File: config.mk
export PLATFORM = sky130hd
export DESIGN_NAME = led_mood_pattern_generator
export DESIGN_NICKNAME = d
export VERILOG_FILES = /design/src/rtl/mlpg_pkg.sv /design/src/rtl/mlpg_pattern.sv /design/src/rtl/mlpg_state.sv /design/src/rtl/led_mood_pattern_generator.sv
export SDC_FILE = /design/constraint.sdc
export NUM_CORES = 1
export LEC_CHECK = 0
export BUFFER_PORTS_ARGS = -buffer_cell sky130_fd_sc_hd__buf_4
export CAP_MARGIN = 20
export CORE_MARGIN = 2
export CORE_UTILIZATION = 40
export CTS_CLUSTER_DIAMETER = 60
export DETAILED_ROUTE_END_ITERATION = 8
export GPL_TIMING_DRIVEN = 0
export REMOVE_ABC_BUFFERS = 1
export SLEW_MARGIN = 15
export SYNTH_ARGS = -nofsm -noshare
export SYNTH_HDL_FRONTEND = slang
export SYNTH_HIERARCHICAL = 1
export SYNTH_SLANG_ARGS = --single-unit
File: constraint.sdc
create_clock -name clock -period 8.93 [get_ports clock]
set_clock_uncertainty 0.15 [all_clocks]
set_input_delay 2.2325 -clock clock [delete_from_list [all_inputs] [get_ports clock]]
set_output_delay 2.2325 -clock clock [all_outputs]
set_load 0.05 [all_outputs]
File: src/rtl/mlpg_pkg.sv
// shared types, codes and constants of the led mood pattern generator
package mlpg_pkg;

   // field widths
   localparam int unsigned KIND_W  = 2;
   localparam int unsigned BYTE_W  = 8;
   localparam int unsigned STEP_W  = 5;
   localparam int unsigned TIMER_W = 16;
   localparam int unsigned REQ_DATA_W = 3 * BYTE_W;

   // default for the text length clamp
   localparam int unsigned MAX_TEXT_LENGTH_DEF = 150;

   // register reset values
   localparam logic [BYTE_W-1:0] REFRESH_DIVIDER_RST     = 8'd5;
   localparam logic [BYTE_W-1:0] TALK_BASE_TICKS_RST     = 8'd150;
   localparam logic [BYTE_W-1:0] TALK_TICKS_PER_BYTE_RST = 8'd12;

   // pattern constants
   localparam logic [BYTE_W-1:0] SAD_MASK     = 8'hE0;
   localparam logic [BYTE_W-1:0] SLEEPY_HIGH  = 8'h03;
   localparam logic [BYTE_W-1:0] SLEEPY_LOW   = 8'h01;
   localparam logic [BYTE_W-1:0] TRIPLE_MASK  = 8'h07;
   localparam logic [BYTE_W-1:0] BLINK_ON     = 8'hFF;
   localparam logic [BYTE_W-1:0] BLINK_OFF    = 8'h00;
   localparam int unsigned       BOUNCE_LEN   = 14;
   localparam int unsigned       SLEEPY_LEN   = 20;
   localparam int unsigned       SLEEPY_SPLIT = 10;

   // item kinds
   typedef enum logic [KIND_W-1:0] {
      KIND_TICK       = 2'd0,
      KIND_SET_MODE   = 2'd1,
      KIND_TALK_START = 2'd2
   } kind_type;

   // mood codes, other codes are dark
   typedef enum logic [BYTE_W-1:0] {
      MODE_IDLE    = 8'd0,
      MODE_BLINK   = 8'd1,
      MODE_SLEEPY  = 8'd2,
      MODE_TRIPLE  = 8'd3,
      MODE_TALKING = 8'd4,
      MODE_SAD     = 8'd5,
      MODE_SWEEP   = 8'd6,
      MODE_CUSTOM  = 8'd7
   } mode_type;

   // register indexes
   typedef enum logic [1:0] {
      CSR_REFRESH_DIVIDER     = 2'd0,
      CSR_TALK_BASE_TICKS     = 2'd1,
      CSR_TALK_TICKS_PER_BYTE = 2'd2
   } csr_index_type;

   // one input item
   typedef struct packed {
      kind_type          kind;
      logic [BYTE_W-1:0] mode_code;
      logic [BYTE_W-1:0] mask_value;
      logic [BYTE_W-1:0] text_length;
   } item_type;

   // configuration registers
   typedef struct packed {
      logic [BYTE_W-1:0] refresh_divider;
      logic [BYTE_W-1:0] talk_base_ticks;
      logic [BYTE_W-1:0] talk_ticks_per_byte;
   } cfg_type;

   // outcome of one item
   typedef struct packed {
      logic              emit;
      logic [BYTE_W-1:0] led_mask;
   } result_type;

endpackage

File: src/rtl/mlpg_pattern.sv
// led mask and next animation step for one refresh of the current mood
module mlpg_pattern (
   input  logic [7:0] mode,
   input  logic [4:0] step,
   input  logic [7:0] stored_mask,
   output logic [7:0] led_mask,
   output logic [4:0] step_next
);

   logic [5:0]  step_inc;
   logic [5:0]  bounce_s;
   logic [5:0]  sleepy_s;
   logic [2:0]  talk_s;
   logic [2:0]  wrap8_s;
   logic [15:0] rot_dbl;
   logic [3:0]  back_pos;

   // step arithmetic for each mood
   always_comb begin
      step_inc = {1'b0, step} + 6'd1;
      // step + 1 stays below 33, so at most two subtractions of 14
      if (step_inc >= 6'(2 * mlpg_pkg::BOUNCE_LEN)) begin
         bounce_s = step_inc - 6'(2 * mlpg_pkg::BOUNCE_LEN);
      end else if (step_inc >= 6'(mlpg_pkg::BOUNCE_LEN)) begin
         bounce_s = step_inc - 6'(mlpg_pkg::BOUNCE_LEN);
      end else begin
         bounce_s = step_inc;
      end
      if (step_inc >= 6'(mlpg_pkg::SLEEPY_LEN)) begin
         sleepy_s = step_inc - 6'(mlpg_pkg::SLEEPY_LEN);
      end else begin
         sleepy_s = step_inc;
      end
      // (3s + 1) mod 8 only needs the low bits
      talk_s   = 3'({step[2:0], 1'b0} + step[2:0] + 3'd1);
      wrap8_s  = step_inc[2:0];
      rot_dbl  = {mlpg_pkg::TRIPLE_MASK, mlpg_pkg::TRIPLE_MASK} << wrap8_s;
      back_pos = 4'(mlpg_pkg::BOUNCE_LEN) - bounce_s[3:0];
   end

   // mask selection
   always_comb begin
      led_mask  = '0;
      step_next = step;
      case (mode)
         mlpg_pkg::MODE_IDLE: begin
            step_next = 5'(bounce_s);
            if (bounce_s < 6'd8) begin
               led_mask = 8'd1 << bounce_s[2:0];
            end else begin
               led_mask = 8'd1 << back_pos[2:0];
            end
         end
         mlpg_pkg::MODE_BLINK: begin
            step_next = {3'd0, step_inc[1:0]};
            led_mask  = (step_inc[1:0] < 2'd2) ? mlpg_pkg::BLINK_ON : mlpg_pkg::BLINK_OFF;
         end
         mlpg_pkg::MODE_SLEEPY: begin
            step_next = 5'(sleepy_s);
            led_mask  = (sleepy_s < 6'(mlpg_pkg::SLEEPY_SPLIT)) ?
                        mlpg_pkg::SLEEPY_HIGH : mlpg_pkg::SLEEPY_LOW;
         end
         mlpg_pkg::MODE_TRIPLE: begin
            step_next = {2'd0, wrap8_s};
            led_mask  = rot_dbl[15:8];
         end
         mlpg_pkg::MODE_TALKING: begin
            step_next = {2'd0, talk_s};
            led_mask  = (8'd1 << talk_s) | (8'd1 << (3'd7 - talk_s));
         end
         mlpg_pkg::MODE_SAD: begin
            led_mask = mlpg_pkg::SAD_MASK;
         end
         mlpg_pkg::MODE_SWEEP: begin
            step_next = {2'd0, wrap8_s};
            led_mask  = (8'd1 << wrap8_s) | (8'd1 << (3'd7 - wrap8_s));
         end
         mlpg_pkg::MODE_CUSTOM: begin
            led_mask = stored_mask;
         end
         default: begin
            led_mask  = '0;
            step_next = step;
         end
      endcase
   end

endmodule

File: src/rtl/mlpg_state.sv
// mood state, prescaler and talking timer, updated once per processed item
module mlpg_state #(
   parameter int unsigned MAX_TEXT_LENGTH = mlpg_pkg::MAX_TEXT_LENGTH_DEF
) (
   input  logic                 clock,
   input  logic                 reset,
   input  logic                 fire,
   input  mlpg_pkg::item_type   item,
   input  mlpg_pkg::cfg_type    cfg,
   output mlpg_pkg::result_type result
);

   logic [7:0]  prescale_ff, prescale_in;
   logic [7:0]  mode_ff, mode_in;
   logic [7:0]  smask_ff, smask_in;
   logic [4:0]  step_ff, step_in;
   logic [15:0] timer_ff, timer_in;

   logic [7:0]  mode_tick;
   logic [4:0]  step_tick;
   logic [7:0]  divider;
   logic [7:0]  prescale_inc;
   logic [7:0]  len_clamped;
   logic [15:0] talk_ticks;
   logic [7:0]  pat_mask;
   logic [4:0]  pat_step;

   // talking mode falls back to idle when the timer runs out on a tick
   always_comb begin
      mode_tick = mode_ff;
      step_tick = step_ff;
      if (timer_ff == 16'd1 && mode_ff == mlpg_pkg::MODE_TALKING) begin
         mode_tick = mlpg_pkg::MODE_IDLE;
         step_tick = '0;
      end
   end

   mlpg_pattern u_pattern (
      .mode        (mode_tick),
      .step        (step_tick),
      .stored_mask (smask_ff),
      .led_mask    (pat_mask),
      .step_next   (pat_step)
   );

   // prescaler and talking duration
   always_comb begin
      divider      = (cfg.refresh_divider == '0) ? 8'd1 : cfg.refresh_divider;
      prescale_inc = prescale_ff + 8'd1;
      len_clamped  = (item.text_length > 8'(MAX_TEXT_LENGTH)) ?
                     8'(MAX_TEXT_LENGTH) : item.text_length;
      // at most 255 * 255 + 255, so sixteen bits never overflow
      talk_ticks   = 16'(cfg.talk_base_ticks) + 16'(len_clamped) * 16'(cfg.talk_ticks_per_byte);
   end

   // next state per item kind
   always_comb begin
      prescale_in     = prescale_ff;
      mode_in         = mode_ff;
      smask_in        = smask_ff;
      step_in         = step_ff;
      timer_in        = timer_ff;
      result.emit     = 1'b0;
      result.led_mask = pat_mask;
      if (fire) begin
         case (item.kind)
            mlpg_pkg::KIND_TICK: begin
               if (timer_ff != '0) begin
                  timer_in = timer_ff - 16'd1;
               end
               mode_in = mode_tick;
               if (prescale_inc >= divider) begin
                  prescale_in = '0;
                  step_in     = pat_step;
                  result.emit = 1'b1;
               end else begin
                  prescale_in = prescale_inc;
                  step_in     = step_tick;
               end
            end
            mlpg_pkg::KIND_SET_MODE: begin
               mode_in  = item.mode_code;
               smask_in = item.mask_value;
               step_in  = '0;
            end
            mlpg_pkg::KIND_TALK_START: begin
               if (item.text_length != '0) begin
                  mode_in  = mlpg_pkg::MODE_TALKING;
                  step_in  = '0;
                  timer_in = talk_ticks;
               end
            end
            default: begin
               prescale_in = prescale_ff;
            end
         endcase
      end
   end

   // state registers
   always_ff @(posedge clock) begin
      if (reset) begin
         prescale_ff <= '0;
         mode_ff     <= mlpg_pkg::MODE_IDLE;
         smask_ff    <= '0;
         step_ff     <= '0;
         timer_ff    <= '0;
      end else begin
         prescale_ff <= prescale_in;
         mode_ff     <= mode_in;
         smask_ff    <= smask_in;
         step_ff     <= step_in;
         timer_ff    <= timer_in;
      end
   end

endmodule

File: src/rtl/led_mood_pattern_generator.sv
// top level of the led mood pattern generator: channels, registers and output stage
//
//   channel | direction | handshake             | payload
//   req     | in        | req_tvalid/req_tready | tuser kind, tdata mode/mask/length
//   rsp     | out       | rsp_tvalid/rsp_tready | tdata led_mask
//   csr     | in        | csr_valid/csr_ready   | csr_index, csr_data
//
// one transaction per cycle sustained while rsp_tready stays high; a tick that refreshes
// passes the input register at the accepting edge and then the result register before
// its mask shows on rsp_tdata
// reset is synchronous: mood idle, counters and timer zero, registers at defaults
// a stalled result holds the output register; an empty input register still takes one
// more transaction, after that req_tready drops until the result is taken
module led_mood_pattern_generator #(
   parameter int unsigned MAX_TEXT_LENGTH = mlpg_pkg::MAX_TEXT_LENGTH_DEF
) (
   input  logic                              clock,
   input  logic                              reset,
   input  logic                              req_tvalid,
   output logic                              req_tready,
   input  logic [mlpg_pkg::REQ_DATA_W-1:0]   req_tdata,   // mode_code, mask_value, text_length
   input  logic [1:0]                        req_tuser,   // kind
   output logic                              rsp_tvalid,
   input  logic                              rsp_tready,
   output logic [7:0]                        rsp_tdata,   // led_mask
   input  logic                              csr_valid,
   output logic                              csr_ready,
   input  logic [1:0]                        csr_index,
   input  logic [7:0]                        csr_data
);

   logic                 in_valid_ff, in_valid_in;
   mlpg_pkg::item_type   in_item_ff, in_item_in;
   logic                 rsp_valid_ff, rsp_valid_in;
   logic [7:0]           rsp_data_ff, rsp_data_in;
   mlpg_pkg::cfg_type    cfg_ff, cfg_in;
   mlpg_pkg::result_type result;
   logic                 fire;
   logic                 req_take;

   // handshake control
   always_comb begin
      fire       = in_valid_ff && (!rsp_valid_ff || rsp_tready);
      req_tready = !in_valid_ff || fire;
      req_take   = req_tvalid && req_tready;
      csr_ready  = 1'b1;
   end

   // input register
   always_comb begin
      in_valid_in = in_valid_ff;
      in_item_in  = in_item_ff;
      if (req_take) begin
         in_valid_in            = 1'b1;
         in_item_in.kind        = mlpg_pkg::kind_type'(req_tuser);
         in_item_in.mode_code   = req_tdata[7:0];
         in_item_in.mask_value  = req_tdata[15:8];
         in_item_in.text_length = req_tdata[23:16];
      end else if (fire) begin
         in_valid_in = 1'b0;
      end
   end

   // configuration writes
   always_comb begin
      cfg_in = cfg_ff;
      if (csr_valid && csr_ready) begin
         case (mlpg_pkg::csr_index_type'(csr_index))
            mlpg_pkg::CSR_REFRESH_DIVIDER:     cfg_in.refresh_divider     = csr_data;
            mlpg_pkg::CSR_TALK_BASE_TICKS:     cfg_in.talk_base_ticks     = csr_data;
            mlpg_pkg::CSR_TALK_TICKS_PER_BYTE: cfg_in.talk_ticks_per_byte = csr_data;
            default: cfg_in = cfg_ff;
         endcase
      end
   end

   mlpg_state #(
      .MAX_TEXT_LENGTH (MAX_TEXT_LENGTH)
   ) u_state (
      .clock  (clock),
      .reset  (reset),
      .fire   (fire),
      .item   (in_item_ff),
      .cfg    (cfg_ff),
      .result (result)
   );

   // result register
   always_comb begin
      rsp_valid_in = rsp_valid_ff;
      rsp_data_in  = rsp_data_ff;
      if (fire) begin
         rsp_valid_in = result.emit;
         if (result.emit) begin
            rsp_data_in = result.led_mask;
         end
      end else if (rsp_tready) begin
         rsp_valid_in = 1'b0;
      end
   end

   // control and configuration registers
   always_ff @(posedge clock) begin
      if (reset) begin
         in_valid_ff                <= 1'b0;
         rsp_valid_ff               <= 1'b0;
         cfg_ff.refresh_divider     <= mlpg_pkg::REFRESH_DIVIDER_RST;
         cfg_ff.talk_base_ticks     <= mlpg_pkg::TALK_BASE_TICKS_RST;
         cfg_ff.talk_ticks_per_byte <= mlpg_pkg::TALK_TICKS_PER_BYTE_RST;
      end else begin
         in_valid_ff  <= in_valid_in;
         rsp_valid_ff <= rsp_valid_in;
         cfg_ff       <= cfg_in;
      end
   end

   // payload registers
   always_ff @(posedge clock) begin
      in_item_ff  <= in_item_in;
      rsp_data_ff <= rsp_data_in;
   end

   assign rsp_tvalid = rsp_valid_ff;
   assign rsp_tdata  = rsp_data_ff;

   // both stages full and output stalled: no room for another transaction
   a_full_stall: assert property (@(posedge clock) disable iff (reset)
      (in_valid_ff && rsp_valid_ff && !rsp_tready) |-> !req_tready)
      else $error("input taken while both stages are full");

   // only a tick can produce a result
   a_non_tick_silent: assert property (@(posedge clock) disable iff (reset)
      (fire && in_item_ff.kind != mlpg_pkg::KIND_TICK) |=> !rsp_tvalid)
      else $error("result produced by a non-tick item");

   // after reset both stages are empty
   a_reset_empty: assert property (@(posedge clock)
      reset |=> (!rsp_tvalid && req_tready))
      else $error("stages not empty after reset");

endmodule
==> flow_metrics.py, run 1 <==
metrics = {
    "clock_tree": {
        "numCtsBuffers": 9,
        "ctsResizeCount": 0,
        "ctsRootBufferMaster": "clkbuf_16",
        "clock_latency_ns": 0.36,
        "htree_levels": 3,
        "clock_path_buffers": 2,
        "cts_tree": "yes",
        "clkSinkCount": 105,
        "cts_setup_buffers": 0,
        "cts_hold_buf": 0,
        "path_clk_slew_ns": 0.08,
    },
    "place": {
        "gp_congestion": 0.845,
        "hpwlAfterDp_um": 14900,
        "dp_slack_ns": 2.50,
        "io_buffer_count": 50,
    },
    "floorplanning": {
        "boundaryPins": 52,
        "start_util": 0.404,
        "dieHeight_um": 152,
        "dieArea_um2": 23100,
        "row_count": 54,
        "core_area_um2": 21700,
        "die_width_um": 152,
    },
    "global_route": {
        "grt_usage": 0.179,
        "grt_antenna_before_repair": 0,
        "grt_pass1_wl_um": 34200,
        "grt_pass1_vias": 6885,
        "grt_max_degree": 93,
        "overflow": 0,
    },
    "logic_synthesis": {
        "synth.top_cell.area_share": 0.162,
        "synthCells": 1012,
        "ys_ff_latch": 105,
        "ys_seq_area_frac": 0.279,
        "syn_area_per_cell_um2": 8.66,
        "synth_area_um2": 8760,
        "ys_warn_count": 6,
        "netlist_top_cells_area": "dfxtp_1, edfxtp_1, fa_1",
        "synth_edf_count": 34,
        "synth_cell_types": 90,
        "synthFlopType": "dfxtp_1",
        "async_reset_ff_frac": 0,
        "yosysTopAreaCell": "dfxtp_1",
    },
    "worst_setup_path": {
        "path_cells": "nor2_1, nand4_1, nor3_4, nor2b_1, ha_1, nor2b_1, nand2b_1, inv_2, ha_1, inv_1, a21oi_1, o41ai_2, mux2i_1, o21ai_0, a21oi_1, o211ai_1",
        "reg2reg_depth": 16,
        "critPathLaunchType": "flop",
        "crit_path_end_kind": "flop",
        "rr_endpoint": "rsp_tdata[1]$_DFFE_PP_",
        "arrival_ns": 6.38,
        "crit_path_end": "rsp_tdata[1]$_DFFE_PP_",
        "cp_slowest_cell": "dfxtp_1",
        "cp_data_required_time_ns": 8.88,
        "cp_max_fo": 27,
        "r2r_setup_slack_ns": 2.50,
        "worst-path-stages": 16,
        "reg2reg_from": "u_state/mode_ff[1]$_SDFFE_PP0P_",
        "crit_buf_inv": 2,
        "cp_slowest_stage_delay_ns": 0.93,
        "startpoint": "u_state/mode_ff[1]$_SDFFE_PP0P_",
        "path_class": "reg2reg",
        "critPathTopFamily": "simple AND/OR/NAND/NOR gates",
    },
    "sta": {
        "hold_viol_final": 0,
        "setup_ws_ns": 2.50,
        "worst_pin_slew_ns": 0.923,
        "tns_ns": 0,
        "slew_violations": 0,
        "whs_ns": 0.309,
        "fmax_ghz": 0.156,
        "finalCriticalPeriod_ns": 6.43,
        "rsz0062_at_grt": "false",
        "setup_viol": 0,
        "fin_crit_sh": 0.720,
        "slew_headroom": 0.384,
    },
    "power_and_ir_drop": {
        "p_leak_nw": 4.06,
        "finalPower_mw": 1.38,
        "peakVddDrop_mv": 0.0736,
        "power.density_nw_per_um2": 144,
    },
    "layout": {
        "nFillCells": 2184,
        "drive_gt1_frac": 0.102,
        "layout.nets": 1168,
        "diodes": 0,
        "final_cell_mix": "inv_1, nand2_1, a21oi_1, dfxtp_1, ha_1",
        "post-route-util": 0.439,
        "layout_commonest_cell": "inv_1",
        "area_growth_pct": 8.72,
    },
    "worst_hold_path": {
        "hold_class": "reg2reg",
    },
    "routing": {
        "drc": 0,
        "met3_length_um": 760,
        "drt-vias-per-instance": 5.47,
        "dr.pass1.iters": 5,
        "dr_wl_met2_um": 9920,
        "top_layer": "met4",
        "wl_per_cell_um": 15.6,
        "drtIter0Drc": 506,
        "vias": 7134,
        "wl_met1_um": 9290,
        "drt.antenna.violating_nets": 0,
        "finalWirelength_um": 20300,
    },
    "run_status": {
        "status": "finished, final reports clean",
    },
    "job": {
        "drv_cap": 0,
    },
}
report_power, final:
part	internal (mW)	leakage, nW	switching (mW)
sequential	0.514	0.896	0.0210
clock	0.195	0.133	0.200
combinational	0.182	3.03	0.263
worst register-to-register path, stage by stage (launching register included):
cell and delay, ns:
dfxtp_1 0.93, nor2_1 0.15, nand4_1 0.16, nor3_4 0.08
nor2b_1 0.72, ha_1 0.88, nor2b_1 0.48, nand2b_1 0.54
inv_2 0.23, ha_1 0.31, inv_1 0.12, a21oi_1 0.08
o41ai_2 0.62, mux2i_1 0.29, o21ai_0 0.11, a21oi_1 0.19
o211ai_1 0.12
worst min-delay path by stage:
stage | from | endpoint | slack [ns] | cells past startpoint
detailed placement | u_state/smask_ff[3]$_SDFFE_PP0P_ | u_state/smask_ff[3]$_SDFFE_PP0P_ | 0.30 | 2
floorplan | u_state/smask_ff[1]$_SDFFE_PP0P_ | u_state/smask_ff[1]$_SDFFE_PP0P_ | 0.28 | 2
finish | u_state/smask_ff[6]$_SDFFE_PP0P_ | u_state/smask_ff[6]$_SDFFE_PP0P_ | 0.31 | 2
global route | u_state/smask_ff[3]$_SDFFE_PP0P_ | u_state/smask_ff[3]$_SDFFE_PP0P_ | 0.33 | 2
global placement | u_state/step_ff[2]$_SDFFE_PP0P_ | u_state/step_ff[2]$_SDFFE_PP0P_ | 0.30 | 2
CTS | u_state/smask_ff[3]$_SDFFE_PP0P_ | u_state/smask_ff[3]$_SDFFE_PP0P_ | 0.31 | 2
synth_stat cells, drive strengths merged (5+ instances only):
cell and instances:
inv 96, nand2 91, a21oi 72, dfxtp 71
ha 64, nor2 61, o21ai 50, fa 44
nand2b 42, clkbuf 37, edfxtp 34, nand3 31
mux2i 26, nor3 25, and2 23, nor2b 23
buf 19, and3 18, a31oi 16, xnor2 13
o31ai 12, a21o 11, nand4 9, xor2 8
a22oi 7, o211ai 7, or3 7, mux2 6
a211oi 5, a221oi 5, nor4 5, nor4b 5
o2bb2ai 5
layout make-up:
| class | count | area [um2] | area share |
|---|---|---|---|
| multi-input cells | 755 | 5690 | 0.597 |
| flip-flops and latches | 105 | 2440 | 0.256 |
| repair buffers | 52 | 394 | 0.0414 |
| inverters | 96 | 360 | 0.0378 |
| well taps | 280 | 350 | 0.0368 |
| clock buffers | 9 | 225 | 0.0236 |
| clock inverters | 7 | 67.6 | 0.00709 |
kinds of logic after synthesis:
kind of cell / synth area share
AOI/OAI and AO/OA: 0.174
xor gates and xnor gates: 0.0218
adders and majority gates: 0.192
buffers and inverters: 0.0727
DFF: 0.279
muxes: 0.0374
other: 0.000428
and+or+nand+nor: 0.223
per-layer routing:
metal | vias to the layer above | GRT usage
met5 | - | 0
met4 | 0 | 0.0556
met3 | 20 | 0.0228
met2 | 142 | 0.304
met1 | 3424 | 0.240
li1 | 3548 | -
per-stage QoR:
stage | area (um2) | cells
after global routing | 9530 | 1304
final | 9530 | 1304
after global placement | 9210 | 1286
after CTS | 9520 | 1303
after detailed placement | 9230 | 1287
after floorplan | 8490 | 956
flip-flops by register name, summed over array words and instances, names as in the netlist:
| register | cells |
|---|---|
| u_state/prescale_ff | 8 |
| u_state/mode_ff | 8 |
| in_item_ff | 26 |
| u_state/smask_ff | 8 |
| in_valid_ff | 1 |
| cfg_ff | 24 |
| u_state/step_ff | 5 |
| u_state/timer_ff | 16 |
| rsp_tdata | 8 |
| rsp_tvalid | 1 |
Power figures use the tool's default switching activity.
==> run 2: changes to the inputs <==
clock period = 5.9 ns   (was 8.93 ns; I/O delays follow)
==> run 2 against run 1 <==
Against the previous run:
- sequential share of layout area fell by 0.16 points
- via count is 0.32% higher
- sequential power is 51% higher
- register-to-register slack got worse by 2.2 ns
- clock power rose by 52%
- critical path depth rose by 2
- non-clock buffer count up 3
- flip-flop and latch count unchanged
- routed wire length up 0.37%
- global-route usage about the same
==> flow_metrics.py, run 2 (synthesized netlist as in run 1, its figures left out) <==
metrics = {
    "layout": {
        "largest_reg_flops": 26,
        "layout.nets": 1171,
        "diodes": 0,
        "fin_cells": 1307,
        "drive_gt1_frac": 0.116,
        "layout_commonest_cell": "inv_1",
        "stdcell_area_um2": 9600,
        "post-route-util": 0.443,
        "regMostFlops": "in_item_ff",
        "final_cell_mix": "inv_1, nand2_1, a21oi_1, dfxtp_1, ha_1",
        "area_growth_pct": 9.54,
        "reg_top3": "in_item_ff x26, cfg_ff x24, u_state/timer_ff x16",
    },
    "sta": {
        "tns_ns": 0,
        "setup_ws_ns": 0.343,
        "slew_headroom": 0.384,
        "fin_crit_sh": 0.942,
        "hold_viol_final": 0,
        "slew_violations": 0,
        "whs_ns": 0.309,
        "finalCriticalPeriod_ns": 5.56,
        "rsz0062_at_grt": "false",
        "fmax_ghz": 0.180,
        "worst_pin_slew_ns": 0.924,
        "setup_viol": 0,
    },
    "worst_hold_path": {
        "hold_class": "reg2reg",
        "min_path_cells": 2,
        "worst_hold_path.endpoint": "u_state/smask_ff[6]$_SDFFE_PP0P_",
        "worstHoldStart": "u_state/smask_ff[6]$_SDFFE_PP0P_",
    },
    "routing": {
        "drtIter0Drc": 460,
        "dr.pass1.iters": 6,
        "drt-vias-per-instance": 5.48,
        "finalWirelength_um": 20400,
        "wl_per_cell_um": 15.6,
        "drt.antenna.violating_nets": 0,
        "drc": 0,
        "vias": 7157,
    },
    "worst_setup_path": {
        "cp_slowest_stage_delay_ns": 0.56,
        "rr_endpoint": "u_state/timer_ff[11]$_SDFFE_PP0P_",
        "cp_data_required_time_ns": 6.02,
        "arrival_ns": 5.68,
        "cp_slowest_cell": "fa_1",
        "startpoint": "in_item_ff[1]$_DFFE_PP_",
        "path_cells": "a31oi_1, o21ai_2, nand2_2, nand2_2, and2_1, fa_1, fa_1, fa_1, inv_1, fa_1, inv_1, ha_1, and3_1, a221oi_2, o21bai_1, xor2_1, a21oi_1, o31ai_1",
        "cp_max_fo": 14,
        "reg2reg_from": "in_item_ff[1]$_DFFE_PP_",
        "path_class": "reg2reg",
        "reg2reg_depth": 18,
        "crit_path_end_kind": "flop",
        "crit_top_cell": "fa_1",
        "r2r_setup_slack_ns": 0.34,
        "critPathLaunchType": "flop",
    },
    "floorplanning": {
        "start_util": 0.404,
        "core_area_um2": 21700,
        "boundaryPins": 52,
        "row_count": 54,
        "dieHeight_um": 152,
        "dieArea_um2": 23100,
        "die_width_um": 152,
    },
    "place": {
        "gp_congestion": 0.845,
        "io_buffer_count": 50,
        "hpwlAfterDp_um": 14900,
        "dp_slack_ns": -0.534,
        "dpl_cell_area_um2": 9230,
        "post-place-cells": 1287,
    },
    "power_and_ir_drop": {
        "clockPowerShare": 0.285,
        "p_sw_mw": 0.746,
        "power.density_nw_per_um2": 219,
        "p_leak_nw": 4.07,
        "p_comb_frac": 0.330,
        "intPower_mw": 1.35,
        "peakVddDrop_mv": 0.112,
        "swShare": 0.355,
        "finalPower_mw": 2.10,
        "p_seq_frac": 0.385,
    },
    "clock_tree": {
        "clock_latency_ns": 0.36,
        "htree_levels": 3,
        "ctsRootBufferMaster": "clkbuf_16",
        "cts_tree": "yes",
        "numCtsBuffers": 9,
        "path_clk_slew_ns": 0.08,
        "clkSinkCount": 105,
        "cts_hold_buf": 0,
        "clock_path_buffers": 2,
    },
    "global_route": {
        "grt_max_degree": 93,
        "grt_pass1_wl_um": 34100,
        "grt_antenna_before_repair": 0,
        "grt_usage": 0.179,
        "grt_pass1_vias": 6896,
        "overflow": 0,
    },
    "run_status": {
        "status": "finished, final reports clean",
    },
    "job": {
        "drv_cap": 0,
    },
}
-- run 2: power groups by stage --
stage	combinational, mW	clock (mW)	sequential (mW)
floorplan	0.515	0	0.815
global placement	0.670	0	0.827
detailed placement	0.679	0	0.827
CTS	0.691	0.612	0.811
global route	0.795	0.641	0.814
finish	0.692	0.599	0.809
-- run 2: how the worst max path moves through the flow --
stage / end / cells after the start
after floorplan: u_state/timer_ff[13]$_SDFFE_PP0P_ / 18
after global placement: rsp_tdata[1]$_DFFE_PP_ / 16
after detailed placement: rsp_tdata[1]$_DFFE_PP_ / 16
after CTS: rsp_tdata[1]$_DFFE_PP_ / 16
after global routing: u_state/timer_ff[11]$_SDFFE_PP0P_ / 19
final: u_state/timer_ff[11]$_SDFFE_PP0P_ / 18
-- run 2: area by class of cell --
class | count | area (um2)
clock buffer | 9 | 225
clock inverter | 7 | 67.6
fill | 2183 | 12100
inverter | 96 | 360
multi-input combinational | 755 | 5730
sequential | 105 | 2440
tap | 280 | 350
timing repair buffer | 55 | 417
-- run 2: layer usage --
metal / part of all wire / vias to the layer above / wire length, um / track usage
li1: - / 3557 / - / -
met1: 0.46 / 3457 / 9440 / 0.241
met2: 0.49 / 120 / 9920 / 0.302
met3: 0.033 / 23 / 673 / 0.0231
met4: 0.016 / 0 / 325 / 0.0556
met5: 0 / - / 0 / 0
-- run 2: timing repair --
item	4_1_cts	5_1_grt
cloned	0	0
setup endpoints to repair	16	17
pin swaps	0	0
gates resized for setup	9	6
setup buffers	0	3
-- run 2: critical path, delay by kind of cell, from the launching register on --
family,cells,cell delay (ns)
AOI/OAI and AO/OA,6,1.23
xor gates and xnor gates,1,0.19
adders and majority gates,5,2.45
buffers and inverters,2,0.10
DFF,1,0.49
and+or+nand+nor,4,0.87
==> run 3: changes to the inputs <==
BUFFER_PORTS_ARGS = unset   (was -buffer_cell sky130_fd_sc_hd__buf_4)
CORE_ASPECT_RATIO = 1.1   (was unset)
CTS_CLUSTER_SIZE = 10   (was unset)
DONT_BUFFER_PORTS = 1   (was unset)
==> run 3 against run 2 <==
Against the previous run:
- global-route usage shrank 0.46 points
- combinational power shrank 6.1%
- via count is 3.6% lower
- critical path depth did not move
- non-clock buffer count down 54
- critical endpoint unchanged
==> flow_metrics.py, run 3 (synthesized netlist as in run 1, its figures left out) <==
metrics = {
    "floorplanning": {
        "boundaryPins": 52,
        "core_area_um2": 21400,
        "row_count": 56,
        "dieHeight_um": 159,
        "dieArea_um2": 23100,
        "die_width_um": 145,
        "start_util": 0.409,
    },
    "worst_setup_path": {
        "path_class": "reg2reg",
        "critPathLaunchType": "flop",
        "cp_max_fo": 8,
        "crit_path_end_kind": "flop",
        "cp_data_required_time_ns": 6.03,
        "arrival_ns": 5.63,
    },
    "sta": {
        "rsz0062_at_grt": "false",
        "slew_headroom": 0.249,
        "tns_ns": 0,
        "slew_violations": 0,
        "fin_crit_sh": 0.933,
        "worst_pin_slew_ns": 1.12,
        "fmax_ghz": 0.182,
        "hold_viol_final": 0,
        "finalCriticalPeriod_ns": 5.50,
        "setup_viol": 0,
    },
    "layout": {
        "stdcell_area_um2": 9230,
        "layout_commonest_cell": "inv_1",
        "register_area_um2": 2440,
        "reg_top3": "in_item_ff x26, cfg_ff x24, u_state/timer_ff x16",
        "area_growth_pct": 5.30,
        "multi_input_area_um2": 5740,
        "post-route-util": 0.430,
        "largest_reg_flops": 26,
        "diodes": 0,
        "nFillCells": 2173,
        "drive_gt1_frac": 0.0668,
        "regMostFlops": "in_item_ff",
        "layout.nets": 1117,
        "final_cell_mix": "inv_1, nand2_1, a21oi_1, dfxtp_1, ha_1",
    },
    "global_route": {
        "grt_usage": 0.175,
        "grt_antenna_before_repair": 0,
        "grt_max_degree": 93,
        "overflow": 0,
        "grt_pass1_wl_um": 33400,
        "grt_pass1_vias": 6882,
    },
    "run_status": {
        "status": "finished, final reports clean",
    },
    "clock_tree": {
        "ctsRootBufferMaster": "clkbuf_16",
        "clkSinkCount": 105,
        "path_clk_slew_ns": 0.09,
        "clock_path_buffers": 2,
        "cts_setup_buffers": 0,
        "htree_levels": 3,
        "numCtsBuffers": 9,
        "cts_hold_buf": 0,
        "clock_latency_ns": 0.37,
        "cts_tree": "yes",
    },
    "power_and_ir_drop": {
        "p_leak_nw": 3.84,
        "power.density_nw_per_um2": 227,
        "peakVddDrop_mv": 0.109,
    },
    "routing": {
        "drtIter0Drc": 421,
        "vias": 6900,
        "drt-vias-per-instance": 5.46,
        "finalWirelength_um": 19900,
        "dr.pass1.iters": 5,
        "wl_per_cell_um": 15.7,
        "drc": 0,
        "drt.antenna.violating_nets": 0,
    },
    "place": {
        "gp_congestion": 0.829,
        "hpwlAfterDp_um": 14700,
        "io_buffer_count": 0,
        "dpl_cell_area_um2": 8860,
    },
    "job": {
        "drv_cap": 0,
    },
    "worst_hold_path": {
        "hold_class": "reg2reg",
    },
}
## run 3: cell count changes in the layout (fill, tap and decap cells not counted)
cell | previous run | this run
nand2_4 | 0 | 1
inv_12 | 0 | 1
inv_8 | 1 | 3
inv_6 | 0 | 2
clkinv_4 | 2 | 0
clkinvlp_4 | 3 | 0
buf_4 | 54 | 0
nand2_2 | 3 | 2
## run 3: worst paths after layout
check                                                         end  slack, ns  cells after the start                             from
worst min register to register    u_state/step_ff[1]$_SDFFE_PP0P_       0.31                      2  u_state/step_ff[1]$_SDFFE_PP0P_
worst max-delay path            u_state/timer_ff[11]$_SDFFE_PP0P_       0.40                     18          in_item_ff[3]$_DFFE_PP_
worst max register to register  u_state/timer_ff[11]$_SDFFE_PP0P_       0.40                     18          in_item_ff[3]$_DFFE_PP_
worst min-delay path              u_state/step_ff[1]$_SDFFE_PP0P_       0.31                      2  u_state/step_ff[1]$_SDFFE_PP0P_
## run 3: through the flow
stage               hold WS (ns)  cells  power [mW]  worst slack (ns)
detailed placement         0.300   1247        1.47            -0.475
global placement           0.294   1246        1.46            -0.347
finish                     0.311   1263        2.10             0.396
global route               0.340   1263        2.25            0.0353
floorplan                  0.280    956        1.33             0.693
CTS                        0.312   1263        2.12            0.0639
## run 3: timing repair
item	CTS	global route
resized for setup	7	9
setup endpoints to repair	16	17
endpoints found under the hold margin	0	0
## run 3: layout make-up
type,instances,area share
clock inverter,7,0.00908
inverter,96,0.0391
tap,290,0.0393
timing repair buffer,1,0.00122
clock buffer,9,0.0244
multi-input combinational,755,0.622
sequential,105,0.265
## run 3: worst max-delay path: stages, from the launching register on
cell	delay [ns]
edfxtp_1	0.53
a31oi_1	0.24
o21ai_2	0.13
a21oi_2	0.38
nand2b_1	0.18
fa_1	0.44
fa_1	0.54
inv_1	0.05
fa_1	0.53
inv_1	0.05
fa_1	0.52
inv_1	0.04
ha_1	0.34
a21o_1	0.25
a221oi_2	0.40
o21bai_1	0.15
xor2_1	0.19
a21oi_1	0.09
o31ai_1	0.20
## run 3: power by group
part | switching (mW) | internal [mW]
clock network | 0.329 | 0.309
registers | 0.0323 | 0.779
logic | 0.386 | 0.264
total | 0.748 | 1.35
## run 3: layer usage
| metal | vias to the layer above | track usage | share of wire | wire length [um] |
|---|---|---|---|---|
| met4 | 0 | 0.0566 | 0.020 | 406 |
| li1 | 3442 | - | - | - |
| met5 | - | 0 | 0 | 0 |
| met2 | 109 | 0.312 | 0.50 | 10000 |
| met3 | 32 | 0.0235 | 0.023 | 466 |
| met1 | 3317 | 0.218 | 0.45 | 9000 |
